[config.mk]
export PLATFORM = sky130hd
export DESIGN_NAME = tsu_out_fifo
export DESIGN_NICKNAME = d
export VERILOG_FILES = /design/src/hdl/tsu_pkg.sv /design/src/hdl/tsu_out_fifo.sv
export SDC_FILE = /design/constraint.sdc
export NUM_CORES = 1
export LEC_CHECK = 0
export ABC_AREA = 0
export BUFFER_PORTS_ARGS = -buffer_cell sky130_fd_sc_hd__buf_4
export CAP_MARGIN = 15
export CELL_PAD_IN_SITES_DETAIL_PLACEMENT = 0
export CELL_PAD_IN_SITES_GLOBAL_PLACEMENT = 2
export CORE_ASPECT_RATIO = 1.1
export CORE_UTILIZATION = 50
export CTS_CLUSTER_SIZE = 8
export DETAILED_ROUTE_END_ITERATION = 10
export HOLD_SLACK_MARGIN = 0.03
export PLACE_DENSITY = 0.95
export SYNTH_ARGS = -nofsm -noshare
export SYNTH_HDL_FRONTEND = slang
export SYNTH_SLANG_ARGS = --single-unit
[constraint.sdc]
create_clock -name clk_i -period 20.4 [get_ports clk_i]
set_clock_uncertainty 0.2 [all_clocks]
set_input_delay 2.04 -clock clk_i [delete_from_list [all_inputs] [get_ports clk_i]]
set_output_delay 2.04 -clock clk_i [all_outputs]
set_load 0.01 [all_outputs]
[src/hdl/tsu_pkg.sv]
`timescale 1ns / 1ps
// shared types and constants for the tandem repeat scanner
// no dependencies
package tsu_pkg;

  localparam int unsigned MAX_MOTIF_DEF  = 8;
  localparam int unsigned POS_BITS_DEF   = 32;
  localparam int unsigned K_W            = 4;
  localparam int unsigned MIN_SPAN_W     = 16;
  localparam int unsigned CFG_DATA_W     = 16;
  localparam int unsigned CFG_IDX_W      = 1;
  localparam int unsigned OUT_POS_W      = 32;
  localparam int unsigned OUT_CNT_W      = 32;
  localparam int unsigned OUT_MOTIF_W    = 16;
  localparam int unsigned RES_FIFO_DEPTH = 8;

  localparam logic [K_W-1:0]        MOTIF_LEN_RST = 4'd7;
  localparam logic [MIN_SPAN_W-1:0] MIN_SPAN_RST  = 16'd12;

  typedef enum logic [CFG_IDX_W-1:0] {
    REG_MOTIF_LENGTH = 1'b0,
    REG_MIN_SPAN     = 1'b1
  } cfg_reg_e;

  typedef struct packed {
    logic [OUT_POS_W-1:0]   start_position;
    logic [OUT_CNT_W-1:0]   repeat_count;
    logic [OUT_MOTIF_W-1:0] motif_code;
    logic                   last_result;
  } result_t;

  typedef struct packed {
    logic    vld_a;
    logic    vld_b;
    result_t res_a;
    result_t res_b;
  } push_t;

endpackage

[src/hdl/tsu_out_fifo.sv]
`timescale 1ns / 1ps
// result queue taking up to two beats per cycle and giving one
// depends on tsu_pkg
module tsu_out_fifo import tsu_pkg::*; #(
  parameter int unsigned DEPTH = RES_FIFO_DEPTH
) (
  input  logic    clk_i,
  input  logic    rst_ni,
  input  push_t   push_i,
  input  logic    pop_i,
  output logic    valid_o,
  output result_t data_o,
  output logic    room_o
);

  localparam int unsigned PTR_W = $clog2(DEPTH);
  localparam int unsigned CNT_W = PTR_W + 1;

  result_t          buf_q [DEPTH];
  logic [PTR_W-1:0] wr_ptr_q, rd_ptr_q, slot_b;
  logic [CNT_W-1:0] cnt_q, cnt_d;
  logic             do_pop;

  assign valid_o = cnt_q != '0;
  assign data_o  = buf_q[rd_ptr_q];
  // one slot-pair for the beat in flight and one for the next beat
  assign room_o  = cnt_q <= CNT_W'(DEPTH - 4);
  assign do_pop  = pop_i & valid_o;
  assign slot_b  = wr_ptr_q + PTR_W'(push_i.vld_a);
  assign cnt_d   = cnt_q + CNT_W'(push_i.vld_a) + CNT_W'(push_i.vld_b) - CNT_W'(do_pop);

  always_ff @(posedge clk_i) begin
    if (push_i.vld_a) begin
      buf_q[wr_ptr_q] <= push_i.res_a;
    end
    if (push_i.vld_b) begin
      buf_q[slot_b] <= push_i.res_b;
    end
  end

  always_ff @(posedge clk_i or negedge rst_ni) begin
    if (!rst_ni) begin
      wr_ptr_q <= '0;
      rd_ptr_q <= '0;
      cnt_q    <= '0;
    end else begin
      wr_ptr_q <= wr_ptr_q + PTR_W'(push_i.vld_a) + PTR_W'(push_i.vld_b);
      rd_ptr_q <= rd_ptr_q + PTR_W'(do_pop);
      cnt_q    <= cnt_d;
    end
  end

endmodule

==> summary.md <==
| Metric | Value |
|---|---|
| Fill cells | 4,748 |
| Total track usage | 0.238 |
| Largest net degree at the start of global routing | 117 |
| CTS tree | done |
| H-tree levels | 3 |
| Sequential Area | 19,700 um^2 |
| RSZ-0062 raised after global routing | no |
| Sw frac | 0.316 |
| # Post-CTS Setup Buffers | 0 |
| Rows | 97 |
| Clk sinks | 658 |
| Hold Crit Class | reg -> reg |
| RR Startpoint | wr_ptr_q[0] |
| I/O pin cnt | 250 |
| Worst path required time | 18.16 ns |
| Sequential share of power | 0.381 |
| CP Class | reg -> out |
| Min Tclk post-route | 5.73 ns |
| Fin. Hold Viols | 0 |
| DRC | 0 |
| Yosys cell types | 31 |
| Peak VDD IR | 136 uV |
| Hold buffer count at CTS | 0 |
| Leakage power | 12.7 nW |
| Nature of the critical path startpoint | flip-flop |
| Tightest Pin Transition | 1.20 ns |
| Initial drt markers | 1,202 |
| Logic pwr share | 0.387 |
| Synth Instances | 1,720 |
| Max Cap Viol | 0 |
| Final core utilization | 0.590 |
| Fraction of layout instances using a drive strength above 1 | 0.646 |
| ANT nets after route | 0 |
| Clk pwr share | 0.233 |
| Status | completed |
| Clk buf depth | 3 |
| Syn Area/Cell | 19.0 um^2 |
| Most frequent cells in the layout | mux2_2 (729), edfxtp_1 (648), buf_4 (280) |
| Yosys reg bits | 658 |
| DR pass1 iterations | 5 |
| Crit share post-route | 0.281 |
| TritonCTS Buffers | 92 |
| Hold_ws | 0.475 ns |
| CTS clk-pin slew, worst paths | 0.05 ns |
| Worst slew margin | 0.202 |
| Area of the multi-input gates | 12,400 um^2 |
| Final setup TNS | 0 ns |
| Yosys warns | 0 |
| Max Slew Vio Count | 0 |
| Nets@finish | 2,165 |
| Area Overhead vs Synth | 15.8% |
| Via count | 17,480 |
| First-pass GRT wire length | 117 mm |
| Worst Setup SP | rd_ptr_q[0] |
| CP Capture Type | primary output |
| CTS resizes | 0 |
| RePlAce Congestion | 0.748 |
| Vias in the first global route | 19,077 |
| Die Height | 270 um |
| Die ar. | 66,300 um^2 |
| Core box area | 64,100 um^2 |
| Chip Width | 246 um |
| Grt total ovfl | 0 |
| Fmax achieved | 175 MHz |
| IO Port Bufs | 249 |
| Post-DR wirelength/cell | 27.5 um |
| Setup-failing EPs final | 0 |
| Clk Tree Root Cell | clkbuf_16 |
| Initial Util | 0.509 |
| Pwr Density | 152 nW/um^2 |
| Internal power | 0.00394 W |
| Critical Path AT | 3.49 ns |
| DP HPWL | 43.2 mm |
| Worst skew pair latency | 0.62 ns |
| R2R depth | 7 |
| Initial antenna violation count | 9 |
| Post-synthesis cell area | 32,600 um^2 |
| Worst Hold Depth | 3 |
| Net Switching | 0.00182 W |
| Vias per cell | 6.15 |
| Commonest non-fill, non-tap cell in the layout | mux2_2 |
| Sequential area share after synthesis | 0.604 |
| WL final | 78.0 mm |
| Hold Startpoint | cnt_q[0] |
| Net Count, Synth | 1,900 |
| Worst-path fanout max | 92 |
-- routing by layer --
| layer | GRT usage | share of wire |
|---|---|---|
| met1 | 0.316 | 0.41 |
| met4 | 0.0708 | 0.021 |
| met5 | 0 | 0.0014 |
| met3 | 0.0433 | 0.064 |
| met2 | 0.399 | 0.51 |
-- cells by family (layout without fill, tap and decap cells) --
family,Yosys count,after routing,share of synthesized area
fa+ha+maj,13,13,0.00544
xor+xnor,6,6,0.00207
other cells,0,2,0
mux,891,891,0.363
simple gates,22,22,0.00341
buf+inv,120,397,0.0201
compound gates,10,10,0.00211
flops,658,658,0.604
-- power by group through the flow --
stage / clock network, W / logic (W) / registers, W
3_5_place_dp: 0 / 0.00225 / 0.00222
2_1_floorplan: 0 / 0.00150 / 0.00218
6_report: 0.00134 / 0.00223 / 0.00219
3_3_place_gp: 0 / 0.00224 / 0.00220
5_1_grt: 0.00141 / 0.00236 / 0.00223
4_1_cts: 0.00136 / 0.00227 / 0.00220
-- worst paths after layout --
kind	to	slack, ns
max reg2reg	buf_q[5][59]	16.53
min reg2reg	cnt_q[0]	0.47
min in group asynchronous	wr_ptr_q[1]	1.04
min	cnt_q[0]	0.47
max in group asynchronous	rd_ptr_q[0]	18.79
max	data_o[51]	14.67
-- worst max-delay path: stages, from the launching register on --
cell	delay (ns)
dfrtp_4	0.99
buf_12	0.67
mux4_2	0.60
mux2_2	0.32
buf_4	0.15
-- layout make-up --
type                       instances  share of cell area
clock inverter                     2            0.000430
sequential                       658               0.521
inverter                           9            0.000893
antenna                            2            0.000132
timing repair buffer             282              0.0566
tap                              841              0.0278
clock buffer                     104              0.0638
multi-input combinational        942               0.329
-- cell usage after synthesis --
master | number | area (um^2)
ha_1 | 11 | 138
nand2_1 | 7 | 26.3
o22ai_1 | 4 | 25.0
fa_1 | 2 | 40.0
nor2_1 | 3 | 11.3
xnor2_1 | 2 | 17.5
buf_4 | 14 | 105
edfxtp_1 | 648 | 19500
nor3_1 | 2 | 10.0
and2_1 | 1 | 6.26
xnor2_2 | 1 | 16.3
nand3_1 | 1 | 5.00
a221oi_1 | 1 | 8.76
o31ai_1 | 2 | 15.0
mux4_2 | 162 | 3650
buf_1 | 9 | 33.8
dfrtp_1 | 10 | 250
inv_1 | 9 | 33.8
o21bai_1 | 2 | 15.0
nand2b_1 | 3 | 18.8
nor2_2 | 2 | 12.5
nor2b_1 | 1 | 6.26
xor2_1 | 2 | 17.5
buf_6 | 10 | 113
nor3b_1 | 1 | 7.51
buf_2 | 62 | 310
clkbuf_1 | 16 | 60.1
xor2_2 | 1 | 16.3
nand3b_1 | 1 | 7.51
o21ai_0 | 1 | 5.00
mux2_2 | 729 | 8210
-- registers in the layout, summed over array words and instances (netlist names) --
| name | cells |
|---|---|
| buf_q | 648 |
| wr_ptr_q | 3 |
| rd_ptr_q | 3 |
| cnt_q | 4 |
-- stage by stage --
| step | instances | power [W] | area (um^2) | setup slack, ns |
|---|---|---|---|---|
| final | 2840 | 0.00576 | 37800 | 14.67 |
| after global routing | 2839 | 0.00601 | 37800 | 14.41 |
| after CTS | 2838 | 0.00583 | 37800 | 14.51 |
| after detailed placement | 2732 | 0.00448 | 35400 | 14.89 |
| after global placement | 2732 | 0.00443 | 35400 | 14.86 |
| after floorplan | 1720 | 0.00368 | 32600 | 11.45 |
No activity file was read; power rests on OpenSTA's default activity.
